## src/rtl/assert_macros.svh

```systemverilog
// ----------------------------------------------------------------------------
// Assertion macros
// Concurrent assertion wrappers; empty when SYNTHESIS is defined.
// ----------------------------------------------------------------------------
`ifndef ASSERT_MACROS_SVH
`define ASSERT_MACROS_SVH

`ifndef SYNTHESIS

`define B64E_ASSERT(label, clk, rst, prop, msg) \
   label: assert property (@(posedge clk) disable iff (rst) prop) else $error(msg);

`define B64E_ASSERT_NEVER(label, clk, rst, cond, msg) \
   label: assert property (@(posedge clk) disable iff (rst) !(cond)) else $error(msg);

`else

`define B64E_ASSERT(label, clk, rst, prop, msg)

`define B64E_ASSERT_NEVER(label, clk, rst, cond, msg)

`endif

`endif

```

## src/rtl/b64e_pkg.sv

```systemverilog
// ----------------------------------------------------------------------------
// Base64 encoder package
// Shared types, phase codes and the alphabet mapping.
// ----------------------------------------------------------------------------
package b64e_pkg;

   localparam logic [1:0] PHASE_ZERO = 2'd0;
   localparam logic [1:0] PHASE_ONE  = 2'd1;
   localparam logic [1:0] PHASE_TWO  = 2'd2;

   localparam logic [6:0] PAD_CHAR = 7'd61;

   typedef struct packed {
      logic [3:0][6:0] chars;
      logic [1:0]      last_idx;
      logic            text_end;
   } job_type;

   typedef struct packed {
      logic [1:0] phase;
      logic [3:0] leftover;
   } front_status_type;

   function automatic logic [6:0] sextet_char(input logic [5:0] v);
      logic [6:0] wide;
      logic [6:0] r;
      wide = {1'b0, v};
      if (v < 6'd26) begin
         r = wide + 7'd65;
      end else if (v < 6'd52) begin
         r = wide + 7'd71;
      end else if (v < 6'd62) begin
         r = wide - 7'd4;
      end else if (v == 6'd62) begin
         r = 7'd43;
      end else begin
         r = 7'd47;
      end
      return r;
   endfunction

endpackage

```

## src/rtl/b64e_req_if.sv

```systemverilog
// ----------------------------------------------------------------------------
// Base64 encoder request channel
// Valid/ready channel carrying one raw byte and its final flag.
// ----------------------------------------------------------------------------
interface b64e_req_if;
   logic       valid;
   logic       ready;
   logic [7:0] data_byte;
   logic       final_byte;

   modport source (output valid, output data_byte, output final_byte, input ready);
   modport sink   (input valid, input data_byte, input final_byte, output ready);
endinterface

```

## src/rtl/b64e_rsp_if.sv

```systemverilog
// ----------------------------------------------------------------------------
// Base64 encoder response channel
// Valid/ready channel carrying one encoded character and its markers.
// ----------------------------------------------------------------------------
interface b64e_rsp_if;
   logic       valid;
   logic       ready;
   logic [6:0] text_char;
   logic       run_last;
   logic       text_last;

   modport source (output valid, output text_char, output run_last, output text_last,
                   input ready);
   modport sink   (input valid, input text_char, input run_last, input text_last,
                   output ready);
endinterface

```

## src/rtl/base64_stream_encoder.sv

```systemverilog
// ----------------------------------------------------------------------------
// Base64 stream encoder
// Encodes a byte stream into standard-alphabet Base64 text with padding.
//
//   channel   | dir | payload
//   ----------+-----+-------------------------------------------
//   req_chan  | in  | data_byte[7:0], final_byte
//   rsp_chan  | out | text_char[6:0], run_last, text_last
//
// The emitter sends one character per clock while the response side is ready;
// a request yields one character in phases 0 and 1 and two in phase 2; a final
// request yields four in phase 0, three in phase 1 and two in phase 2. A job is
// written into a queue slot and then loaded into the response register.
// A two-entry job queue lets the front take new requests while the response
// register stalls. Reset is synchronous and clears phase, queue and valid.
// ----------------------------------------------------------------------------
`include "assert_macros.svh"

module base64_stream_encoder
   import b64e_pkg::*;
(
   input  logic       clock,
   input  logic       reset,
   b64e_req_if.sink   req_chan,
   b64e_rsp_if.source rsp_chan
);

   job_type          push_job, head;
   front_status_type fstat;
   logic             push, pop, q_not_empty, q_not_full;
   logic [1:0]       q_count;

   b64e_front u_front (
      .clock      (clock),
      .reset      (reset),
      .req        (req_chan),
      .q_not_full (q_not_full),
      .push       (push),
      .push_job   (push_job),
      .status     (fstat)
   );

   b64e_queue u_queue (
      .clock     (clock),
      .reset     (reset),
      .push      (push),
      .push_job  (push_job),
      .pop       (pop),
      .head      (head),
      .not_empty (q_not_empty),
      .not_full  (q_not_full),
      .count     (q_count)
   );

   b64e_back u_back (
      .clock       (clock),
      .reset       (reset),
      .head        (head),
      .q_not_empty (q_not_empty),
      .pop         (pop),
      .rsp         (rsp_chan)
   );

   `B64E_ASSERT(a_text_last_ends_run, clock, reset, rsp_chan.valid && rsp_chan.text_last |-> rsp_chan.run_last, "text_last without run_last")
   `B64E_ASSERT(a_final_resets_phase, clock, reset, push && req_chan.final_byte |=> fstat.phase == PHASE_ZERO && fstat.leftover == 4'd0, "state not cleared after final request")
   `B64E_ASSERT(a_push_fills_queue, clock, reset, push |=> q_count != 2'd0, "pushed job missing from queue")
   `B64E_ASSERT_NEVER(a_queue_bound, clock, reset, q_count == 2'd3, "queue count overflow")

endmodule

```

## src/rtl/b64e_front.sv

```systemverilog
// ----------------------------------------------------------------------------
// Base64 encoder front end
// Accepts requests, tracks group phase and builds the character job.
// ----------------------------------------------------------------------------
module b64e_front
   import b64e_pkg::*;
(
   input  logic             clock,
   input  logic             reset,
   b64e_req_if.sink         req,
   input  logic             q_not_full,
   output logic             push,
   output job_type          push_job,
   output front_status_type status
);

   logic [1:0] phase_ff, phase_in;
   logic [3:0] left_ff, left_in;
   logic [7:0] b;

   assign b         = req.data_byte;
   assign req.ready = q_not_full;
   assign push      = req.valid && q_not_full;
   assign status    = '{phase: phase_ff, leftover: left_ff};

   always_comb begin
      push_job.chars    = {4{PAD_CHAR}};
      push_job.last_idx = 2'd0;
      push_job.text_end = req.final_byte;
      phase_in          = phase_ff;
      left_in           = left_ff;
      unique case (phase_ff)
         PHASE_ONE: begin
            push_job.chars[0] = sextet_char({left_ff[1:0], b[7:4]});
            if (req.final_byte) begin
               push_job.chars[1] = sextet_char({b[3:0], 2'b00});
               push_job.last_idx = 2'd2;
            end
            left_in  = b[3:0];
            phase_in = PHASE_TWO;
         end
         PHASE_TWO: begin
            push_job.chars[0] = sextet_char({left_ff, b[7:6]});
            push_job.chars[1] = sextet_char(b[5:0]);
            push_job.last_idx = 2'd1;
            left_in  = 4'd0;
            phase_in = PHASE_ZERO;
         end
         default: begin
            push_job.chars[0] = sextet_char(b[7:2]);
            if (req.final_byte) begin
               push_job.chars[1] = sextet_char({b[1:0], 4'b0000});
               push_job.last_idx = 2'd3;
            end
            left_in  = {2'b00, b[1:0]};
            phase_in = PHASE_ONE;
         end
      endcase
      if (req.final_byte) begin
         left_in  = 4'd0;
         phase_in = PHASE_ZERO;
      end
   end

   always_ff @(posedge clock) begin
      if (reset) begin
         phase_ff <= PHASE_ZERO;
         left_ff  <= 4'd0;
      end else if (push) begin
         phase_ff <= phase_in;
         left_ff  <= left_in;
      end
   end

endmodule

```

## src/rtl/b64e_queue.sv

```systemverilog
// ----------------------------------------------------------------------------
// Base64 encoder job queue
// Two-entry queue between front end and character emitter.
// ----------------------------------------------------------------------------
module b64e_queue
   import b64e_pkg::*;
(
   input  logic       clock,
   input  logic       reset,
   input  logic       push,
   input  job_type    push_job,
   input  logic       pop,
   output job_type    head,
   output logic       not_empty,
   output logic       not_full,
   output logic [1:0] count
);

   job_type    slot_ff [2];
   logic       wr_ptr_ff, rd_ptr_ff;
   logic [1:0] count_ff, count_in;

   assign head      = slot_ff[rd_ptr_ff];
   assign not_empty = count_ff != 2'd0;
   assign not_full  = count_ff != 2'd2;
   assign count     = count_ff;

   always_comb begin
      count_in = count_ff;
      if (push && !pop) begin
         count_in = count_ff + 2'd1;
      end else if (pop && !push) begin
         count_in = count_ff - 2'd1;
      end
   end

   always_ff @(posedge clock) begin
      if (reset) begin
         wr_ptr_ff <= 1'b0;
         rd_ptr_ff <= 1'b0;
         count_ff  <= 2'd0;
      end else begin
         count_ff <= count_in;
         if (push) begin
            wr_ptr_ff <= !wr_ptr_ff;
         end
         if (pop) begin
            rd_ptr_ff <= !rd_ptr_ff;
         end
      end
   end

   always_ff @(posedge clock) begin
      if (push) begin
         slot_ff[wr_ptr_ff] <= push_job;
      end
   end

endmodule

```

## src/rtl/b64e_back.sv

```systemverilog
// ----------------------------------------------------------------------------
// Base64 encoder character emitter
// Walks the head job one character per cycle into the response register while that register is empty or taken.
// ----------------------------------------------------------------------------
module b64e_back
   import b64e_pkg::*;
(
   input  logic       clock,
   input  logic       reset,
   input  job_type    head,
   input  logic       q_not_empty,
   output logic       pop,
   b64e_rsp_if.source rsp
);

   logic [1:0] idx_ff, idx_in;
   logic       vld_ff, vld_in;
   logic [6:0] char_ff;
   logic       run_ff, tlast_ff;
   logic       load, at_end;

   assign load   = q_not_empty && (!vld_ff || rsp.ready);
   assign at_end = idx_ff == head.last_idx;
   assign pop    = load && at_end;

   assign rsp.valid     = vld_ff;
   assign rsp.text_char = char_ff;
   assign rsp.run_last  = run_ff;
   assign rsp.text_last = tlast_ff;

   always_comb begin
      vld_in = vld_ff;
      idx_in = idx_ff;
      if (!vld_ff || rsp.ready) begin
         vld_in = q_not_empty;
      end
      if (load) begin
         idx_in = at_end ? 2'd0 : idx_ff + 2'd1;
      end
   end

   always_ff @(posedge clock) begin
      if (reset) begin
         vld_ff <= 1'b0;
         idx_ff <= 2'd0;
      end else begin
         vld_ff <= vld_in;
         idx_ff <= idx_in;
      end
   end

   // advance payload on each loaded character
   always_ff @(posedge clock) begin
      if (load) begin
         char_ff  <= head.chars[idx_ff];
         run_ff   <= at_end;
         tlast_ff <= at_end && head.text_end;
      end
   end

endmodule

```

## src/flat_wrapper.sv

```systemverilog
// flat-port wrapper written by rule: the top's interface ports become plain ports
module base64_stream_encoder_flat import b64e_pkg::*;
  (clock, reset, req_chan_valid, req_chan_data_byte, req_chan_final_byte, req_chan_ready, rsp_chan_valid, rsp_chan_text_char, rsp_chan_run_last, rsp_chan_text_last, rsp_chan_ready);
  b64e_req_if req_chan_i ();
  b64e_rsp_if rsp_chan_i ();
  input  logic clock;
  input  logic reset;
  input wire logic [$bits(req_chan_i.valid)-1:0] req_chan_valid;
  input wire logic [$bits(req_chan_i.data_byte)-1:0] req_chan_data_byte;
  input wire logic [$bits(req_chan_i.final_byte)-1:0] req_chan_final_byte;
  output wire logic [$bits(req_chan_i.ready)-1:0] req_chan_ready;
  output wire logic [$bits(rsp_chan_i.valid)-1:0] rsp_chan_valid;
  output wire logic [$bits(rsp_chan_i.text_char)-1:0] rsp_chan_text_char;
  output wire logic [$bits(rsp_chan_i.run_last)-1:0] rsp_chan_run_last;
  output wire logic [$bits(rsp_chan_i.text_last)-1:0] rsp_chan_text_last;
  input wire logic [$bits(rsp_chan_i.ready)-1:0] rsp_chan_ready;
  assign req_chan_i.valid = req_chan_valid;
  assign req_chan_i.data_byte = req_chan_data_byte;
  assign req_chan_i.final_byte = req_chan_final_byte;
  assign req_chan_ready = req_chan_i.ready;
  assign rsp_chan_valid = rsp_chan_i.valid;
  assign rsp_chan_text_char = rsp_chan_i.text_char;
  assign rsp_chan_run_last = rsp_chan_i.run_last;
  assign rsp_chan_text_last = rsp_chan_i.text_last;
  assign rsp_chan_i.ready = rsp_chan_ready;
  base64_stream_encoder u_core (.clock(clock), .reset(reset), .req_chan(req_chan_i), .rsp_chan(rsp_chan_i));
endmodule
```

## config.mk

```make
export PLATFORM = sky130hd
export DESIGN_NAME = base64_stream_encoder_flat
export DESIGN_NICKNAME = d
export VERILOG_FILES = /design/src/rtl/b64e_pkg.sv /design/src/rtl/b64e_req_if.sv /design/src/rtl/b64e_rsp_if.sv /design/src/rtl/base64_stream_encoder.sv /design/src/rtl/b64e_front.sv /design/src/rtl/b64e_queue.sv /design/src/rtl/b64e_back.sv /design/src/flat_wrapper.sv
export VERILOG_INCLUDE_DIRS = /design/src /design/src/rtl
export SDC_FILE = /design/constraint.sdc
export NUM_CORES = 1
export LEC_CHECK = 0
export BUFFER_PORTS_ARGS = -buffer_cell sky130_fd_sc_hd__buf_2
export CORE_MARGIN = 2
export CORE_UTILIZATION = 37
export CTS_BUF_LIST = sky130_fd_sc_hd__clkbuf_4 sky130_fd_sc_hd__clkbuf_8 sky130_fd_sc_hd__clkbuf_16
export DETAILED_ROUTE_END_ITERATION = 6
export HOLD_SLACK_MARGIN = 0.06
export SLEW_MARGIN = 20
export SYNTH_ARGS = -nofsm -noshare
export SYNTH_HDL_FRONTEND = slang
export SYNTH_SLANG_ARGS = --single-unit
```

## constraint.sdc

```tcl
create_clock -name clock -period 3.5 [get_ports clock]
set_input_delay 0.7 -clock clock [delete_from_list [all_inputs] [get_ports clock]]
set_output_delay 0.7 -clock clock [all_outputs]
set_load 0.02 [all_outputs]
```

==> results of run 1 <==
synthesized netlist by cell type, types with 5 or more instances:
cell type / n / area share [%]
sky130_fd_sc_hd__a211oi_1: 10 / 1.8
sky130_fd_sc_hd__a21o_1: 8 / 1.4
sky130_fd_sc_hd__a21oi_1: 36 / 4.2
sky130_fd_sc_hd__a22oi_1: 6 / 1.1
sky130_fd_sc_hd__a31oi_1: 5 / 0.74
sky130_fd_sc_hd__buf_2: 12 / 1.4
sky130_fd_sc_hd__clkbuf_1: 16 / 1.4
sky130_fd_sc_hd__dfxtp_1: 14 / 6.6
sky130_fd_sc_hd__edfxtp_1: 43 / 30
sky130_fd_sc_hd__ha_1: 26 / 7.7
sky130_fd_sc_hd__inv_1: 22 / 1.9
sky130_fd_sc_hd__mux2i_1: 7 / 1.7
sky130_fd_sc_hd__mux4_2: 7 / 3.7
sky130_fd_sc_hd__nand2_1: 30 / 2.7
sky130_fd_sc_hd__nand2b_1: 12 / 1.8
sky130_fd_sc_hd__nand3_1: 10 / 1.2
sky130_fd_sc_hd__nor2_1: 34 / 3.0
sky130_fd_sc_hd__nor2b_1: 13 / 1.9
sky130_fd_sc_hd__nor3_1: 12 / 1.4
sky130_fd_sc_hd__o21ai_0: 19 / 2.2
sky130_fd_sc_hd__o311ai_0: 7 / 1.4
sky130_fd_sc_hd__o31ai_1: 8 / 1.4
sky130_fd_sc_hd__or2_2: 5 / 0.74
sky130_fd_sc_hd__or3_1: 5 / 0.74
sky130_fd_sc_hd__xnor2_1: 11 / 2.3
tightest hold or removal path: cells and delay by family (launching register included):
kind / cells / cell delay [ps]
compound gates: 1 / 60
simple gates: 1 / 80
flops: 1 / 300
sequential cells by signal, summed over array words and instances, names as in the netlist, named ones only:
register	cells
u_core.u_back.rsp.text_last	1
u_core.u_back.idx_ff	2
u_core.u_queue.count	2
u_core.u_queue.slot_ff	34
u_core.u_back.rsp.valid	1
u_core.u_front.left_ff	4
u_core.u_back.rsp.text_char	7
u_core.u_back.rsp.run_last	1
u_core.u_queue.rd_ptr_ff	1
u_core.u_queue.wr_ptr_ff	1
u_core.u_front.phase_ff	2
power groups by stage:
stage                     Combinational (mW)  Clock (mW)  Sequential (mW)
after global placement                 0.865           0             1.04
after CTS                              0.885       0.791             1.04
after detailed placement               0.879           0             1.05
after floorplan                        0.608           0             1.08
final                                  0.882       0.774             1.03
after global routing                   0.963       0.830             1.05
kinds of logic after synthesis:
group / share of synthesized area (%)
AO/OA/AOI/OAI: 23.3
flip-flops: 37.1
adder cells (fa/ha/maj): 7.67
XOR/XNOR: 3.10
buffers and inverters: 5.58
AND/OR/NAND/NOR: 17.7
multiplexers: 5.64
cell usage in the layout, fill, tap and decap left out, drive strengths merged, types with 10 or more instances in the layout:
cell	count
nand2	30
clkbuf	12
buf	39
xnor2	11
o21ai	19
nand3	10
nor2	34
edfxtp	43
a211oi	10
a21oi	39
dfxtp	14
nor2b	13
nor3	13
inv	22
nand2b	12
ha	26
worst paths after layout:
kind	to	slack, ps	cells past startpoint
setup / recovery	u_core.u_queue.slot_ff[0][14]	750	10
hold / removal	u_core.u_back.rsp.valid	500	2
setup reg to reg	u_core.u_queue.count[1]	1060	7
hold reg to reg	u_core.u_back.rsp.valid	500	2
final cells by class:
class                           instances  share of cell area (%)
Inverter                               22                    1.73
Clock inverter                          4                   0.393
Sequential cell                        57                    32.9
Clock buffer                           12                    5.32
Tap cell                              143                    3.75
Multi-Input combinational cell        342                    51.0
Timing Repair Buffer                   39                    4.93
metal layers:
layer | global-route usage (%) | vias up | routed length [µm]
li1 | - | 1749 | -
met1 | 23.5 | 1712 | 4730
met2 | 29.6 | 168 | 5200
met3 | 3.39 | 31 | 801
met4 | 7.90 | 0 | 236
met5 | 0 | - | 0
per-stage QoR:
stage               total power [mW]  hold WS [ps]  utilization, %  instances
global route                    2.85           543            42.2        619
global placement                1.91           480            39.8        603
floorplan                       1.69           472               -        453
detailed placement              1.93           496            39.8        603
finish                          2.69           499            42.2        619
CTS                             2.71           505            42.2        619
==> out/summary.log, run 1 <==
INFO  floorplan      die-height=111µm
INFO  pwr            combPwrFrac=32.8%
INFO  worst_setup_path critical_path_buf_inv_count=2
INFO  logic_synthesis synth_enable_flop_cells=43
INFO  logic_synthesis mappedNetlistNets=492
INFO  clock_tree     cts.repair.resized=0
INFO  pwr            p_clk_share=28.8%
INFO  placement      place_congestion=0.886
INFO  placement      port-buffer-count=23
INFO  routing        route.antenna.remaining_nets=0
INFO  pwr            share_seq_of_total_power=38.4%
INFO  worst_setup_path crit_path_cell_trace=buf_2, inv_1, ha_1, nand2b_1, xnor2_1, ha_1, or3_1, a211oi_1, a211oi_1, o22a_1
INFO  layout         post-route-cell-area=0.00477mm²
INFO  placement      post_dp_cell_area=0.00450mm²
INFO  worst_setup_path setup.worst_path.start=req_chan_data_byte[1]
INFO  sta            max_frequency=364MHz
INFO  layout         final_layout_size_suffix_gt1_share=15.5%
INFO  worst_setup_path worst_setup_path_end_kind=flip-flop
INFO  placement      place_ws=452ps
INFO  routing        drtPass1Iterations=5
INFO  layout         fill_cells=1085
INFO  sta            min_period_over_period=78.5%
INFO  floorplan      floorplan.die.width=111µm
INFO  worst_setup_path cp.required=3570ps
INFO  floorplan      ios=24
INFO  global_route   grt.overflow.total=0
INFO  floorplan      floorplan.initialDensity=37.5%
INFO  worst_setup_path setup.worst_path.start_class=input pin
INFO  placement      dp.final_hpwl=7960µm
INFO  clock_tree     ctsHoldBuffers=0
INFO  sta            final_period_minus_worst_setup_slack=2750ps
INFO  pwr            power-per-cell-area=563mW/mm²
INFO  logic_synthesis synth_cell_type_count=62
INFO  status         outcome=completed
INFO  logic_synthesis yosysWarningCount=0
INFO  worst_setup_path crit_path_max_fanout=14
INFO  sta            setup_violations=0
INFO  floorplan      placementRows=39
INFO  layout         flow.area_growth_from_synthesis=12.6%
INFO  logic_synthesis syn-cell-area=0.00424mm²
INFO  pwr            power_leakage=1.79nW
INFO  pwr            netSwitchingPower=0.880mW
INFO  pwr            fraction_of_power_spent_switching_nets=32.7%
INFO  clock_tree     tritoncts=built
INFO  global_route   wire_length_of_the_first_global_routing_pass=17900µm
INFO  routing        viasPerCell=5.91
INFO  logic_synthesis synth.yosys.seq_area_share=37.1%
INFO  logic_synthesis postSynthCellCount=453
INFO  clock_tree     worst_setup_hold_path_clk_slew=50ps
INFO  clock_tree     clock_tree.htree_level_count=3
INFO  clock_tree     cts.path.max_buffers=2
INFO  pwr            peakVddDrop=0.405mV
INFO  worst_hold_path worstHoldStart=u_core.u_back.rsp.valid
INFO  routing        post_drt_wl_per_cell=17.7µm
INFO  logic_synthesis postSynth.asyncResetShare=0%
INFO  logic_synthesis ys.flop_type=sky130_fd_sc_hd__edfxtp_1
INFO  routing        routed_wirelength=11000µm
INFO  floorplan      core_area=0.0113mm²
INFO  clock_tree     worstSkewPairLatency=320ps
INFO  routing        initialDrtViolationCount=428
INFO  routing        post-route-drc-count=0
INFO  logic_synthesis syn_avg_cell_area=9.36µm²
INFO  sta            finalMaxSlewViolations=0
INFO  sta            finalClockSkew=5.03ps
INFO  worst_setup_path timing.critical_path.slowest_cell_delay=400ps
INFO  sta            slew_headroom=55.1%
INFO  clock_tree     number_of_cts_inserted_buffers=9
INFO  worst_setup_path crit_family=simple AND/OR/NAND/NOR gates
INFO  clock_tree     cts.sink_count=57
INFO  sta            grt_setup_unrepaired=no
INFO  global_route   vias_in_the_first_global_route=3494
INFO  worst_setup_path worst-setup-path-type=in -> reg
INFO  layout         nNetsFinal=510
INFO  clock_tree     clk_root_buffer_cell=sky130_fd_sc_hd__clkbuf_16
INFO  global_route   grt_start_max_net_pins=22
INFO  pwr            power_report.internal_total=1.81mW
INFO  routing        vias=3660
INFO  layout         ff_latch_area=0.00157mm²
INFO  sta            timing.final.hold_violations=0
INFO  worst_setup_path timing.critical_path.arrival=2810ps
INFO  floorplan      die-area=0.0123mm²
INFO  layout         multi_input_comb_area=0.00243mm²
INFO  logic_synthesis synth_seq_cells=57
INFO  global_route   grt_antenna_before_repair=0
INFO  worst_setup_path cp_slowest_cell=sky130_fd_sc_hd__or3_1
INFO  sta            tns=0ps
INFO  run            max-cap-violations=0
INFO  clock_tree     cts_setup_buffers=0
INFO  sta            timing_worst_slew_pin_value=673ps
INFO  sta            finalWorstSetupSlack=752ps
INFO  global_route   grtUsageTotal=18.1%
INFO  layout         insertedDiodeCount=0
INFO  worst_hold_path hold_class=reg -> reg
Power figures use the tool's default switching activity.
==> inputs of run 2 (changes only) <==
Clock period 3.5 ns to 2.8 ns, I/O delays scaled along.
==> run 2 against run 1 <==
Net effect: utilization up 2.1 points; combinational power up 35%; largest power group unchanged; cell count increased by 4.7%; sequential share of layout area down 1.6 points; clock power increased by 36%; die area is the same; register-to-register slack lost 580 ps; clock-buffer cell count unchanged; via count is 3.1% higher; highest routed layer unchanged; setup slack lost 310 ps.
==> out/summary.log, run 2 (synthesis gave the netlist of run 1 again) <==
INFO  global_route   grt_antenna_before_repair=0
INFO  floorplan      core_area=0.0113mm²
INFO  worst_setup_path timing.critical_path.slowest_cell_delay=390ps
INFO  sta            setup_violations=0
INFO  routing        viasPerCell=5.82
INFO  pwr            peakVddDrop=0.679mV
INFO  layout         fill_cells=1104
INFO  worst_setup_path setup.worst_path.start_class=input pin
INFO  worst_setup_path crit_path_cell_trace=buf_2, inv_1, ha_1, nor2b_1, buf_4, nor2_1, a22oi_1, o311ai_0, buf_4, a32oi_1
INFO  routing        vias=3773
INFO  global_route   grt_start_max_net_pins=20
INFO  pwr            power-per-cell-area=702mW/mm²
INFO  layout         insertedDiodeCount=0
INFO  placement      place_congestion=0.872
INFO  sta            finalMaxSlewViolations=0
INFO  floorplan      floorplan.initialDensity=37.5%
INFO  run            max-cap-violations=0
INFO  sta            finalClockSkew=7.00ps
INFO  clock_tree     number_of_cts_inserted_buffers=9
INFO  worst_setup_path crit_family=buffers and inverters
INFO  routing        post_drt_wl_per_cell=18.4µm
INFO  floorplan      floorplan.die.width=111µm
INFO  worst_setup_path worst_setup_path_end_kind=flip-flop
INFO  layout         ff_latch_area=0.00157mm²
INFO  worst_hold_path hold_path_depth=2
INFO  routing        post-route-drc-count=0
INFO  layout         nNetsFinal=539
INFO  global_route   grt.overflow.total=0
INFO  floorplan      die-area=0.0123mm²
INFO  sta            timing.final.hold_violations=0
INFO  layout         top_register=u_core.u_queue.slot_ff
INFO  clock_tree     worstSkewPairLatency=320ps
INFO  placement      placed_cells=632
INFO  floorplan      placementRows=39
INFO  sta            finalWorstSetupSlack=443ps
INFO  worst_hold_path hold_class=reg -> reg
INFO  sta            grt_setup_unrepaired=no
INFO  placement      place_ws=155ps
INFO  routing        drtPass1Iterations=5
INFO  clock_tree     cts.sink_count=57
INFO  placement      port-buffer-count=23
INFO  sta            slew_headroom=62.8%
INFO  clock_tree     worst_setup_hold_path_clk_slew=50ps
INFO  worst_setup_path critical_path_buf_inv_count=4
INFO  worst_setup_path worst-setup-path-type=in -> reg
INFO  clock_tree     cts.path.max_buffers=2
INFO  clock_tree     cts.repair.resized=0
INFO  sta            min_period_over_period=84.2%
INFO  pwr            power_leakage=1.94nW
INFO  worst_setup_path worst-r2r-cell-count=8
INFO  global_route   grtUsageTotal=19.8%
INFO  routing        initialDrtViolationCount=290
INFO  layout         largest_reg_flops=34
INFO  worst_setup_path critical_path_cell_count=10
INFO  clock_tree     ctsHoldBuffers=0
INFO  floorplan      ios=24
INFO  worst_setup_path cp_slowest_cell=sky130_fd_sc_hd__o311ai_0
INFO  layout         layout.cells.non_filler=648
INFO  placement      post_dp_cell_area=0.00472mm²
INFO  routing        route.antenna.remaining_nets=0
INFO  status         outcome=completed
INFO  sta            max_frequency=424MHz
INFO  sta            tns=0ps
INFO  worst_setup_path cp.required=2840ps
INFO  worst_setup_path crit_path_frequent_cell=sky130_fd_sc_hd__buf_4
INFO  clock_tree     clk_root_buffer_cell=sky130_fd_sc_hd__clkbuf_16
INFO  sta            timing_worst_slew_pin_value=554ps
INFO  routing        routed_wirelength=11900µm
INFO  worst_setup_path crit_path_max_fanout=7
INFO  clock_tree     tritoncts=built
INFO  layout         flow.area_growth_from_synthesis=18.1%
INFO  layout         multi_input_comb_area=0.00243mm²
INFO  pwr            report.power.total=3.52mW
INFO  placement      dp.final_hpwl=9160µm
INFO  layout         post-route-cell-area=0.00501mm²
INFO  floorplan      die-height=111µm
INFO  global_route   vias_in_the_first_global_route=3709
INFO  worst_setup_path timing.critical_path.arrival=2400ps
INFO  sta            final_period_minus_worst_setup_slack=2360ps
INFO  layout         layout_commonest_cell=sky130_fd_sc_hd__buf_4
INFO  clock_tree     cts_setup_buffers=0
INFO  clock_tree     clock_tree.htree_level_count=3
INFO  global_route   wire_length_of_the_first_global_routing_pass=19500µm
INFO  layout         most-common-layout-cells=45 x sky130_fd_sc_hd__buf_4, 43 x sky130_fd_sc_hd__edfxtp_1, 36 x sky130_fd_sc_hd__a21oi_1
INFO  layout         final_layout_size_suffix_gt1_share=20.4%
[run 2: changes by cell type in the layout (fill, tap and decap cells not counted), sizes merged]
cell	delta
buf	+29
bufinv	+1
clkinv	-1
[run 2: layer usage]
metal / GRT usage, % / share of wire, % / wire length (µm)
met2: 35.5 / 51 / 6070
met4: 6.09 / 1.3 / 150
met1: 24.7 / 44 / 5190
met5: 0 / 0 / 0
met3: 2.68 / 4.3 / 518
[run 2: worst paths after layout]
path / startpoint / slack (ps) / end
max: req_chan_data_byte[6] / 440 / u_core.u_queue.slot_ff[0][7]
min: u_core.u_back.rsp.valid / 500 / u_core.u_back.rsp.valid
max reg2reg: u_core.u_front.left_ff[0] / 480 / u_core.u_queue.slot_ff[0][4]
min reg2reg: u_core.u_back.rsp.valid / 500 / u_core.u_back.rsp.valid
[run 2: cell type report]
cell class,count,share of cell area [%]
Clock buffer,12,4.95
Clock inverter,4,0.874
Inverter,22,1.65
Multi-Input combinational cell,342,48.6
Sequential cell,57,31.4
Tap cell,143,3.57
Timing Repair Buffer,68,9.04
[run 2: power breakdown]
group          total [mW]  internal [mW]  switching, mW
combinational        1.19          0.496          0.693
clock                1.05          0.709          0.342
sequential           1.28           1.18         0.0982
total                3.52           2.39           1.13
[run 2: worst min-delay path: cells and delay by family, from the launching register on]
kind / cells / cell delay (ps)
AO/OA/AOI/OAI: 1 / 60
flip-flops: 1 / 300
AND/OR/NAND/NOR: 1 / 80
[run 2: metrics by stage]
| step | hold slack [ps] | utilization [%] |
|---|---|---|
| 4_1_cts | 499 | 44.3 |
| 6_report | 498 | 44.3 |
| 2_1_floorplan | 472 | - |
| 5_1_grt | 535 | 44.3 |
| 3_3_place_gp | 477 | 41.7 |
| 3_5_place_dp | 490 | 41.7 |
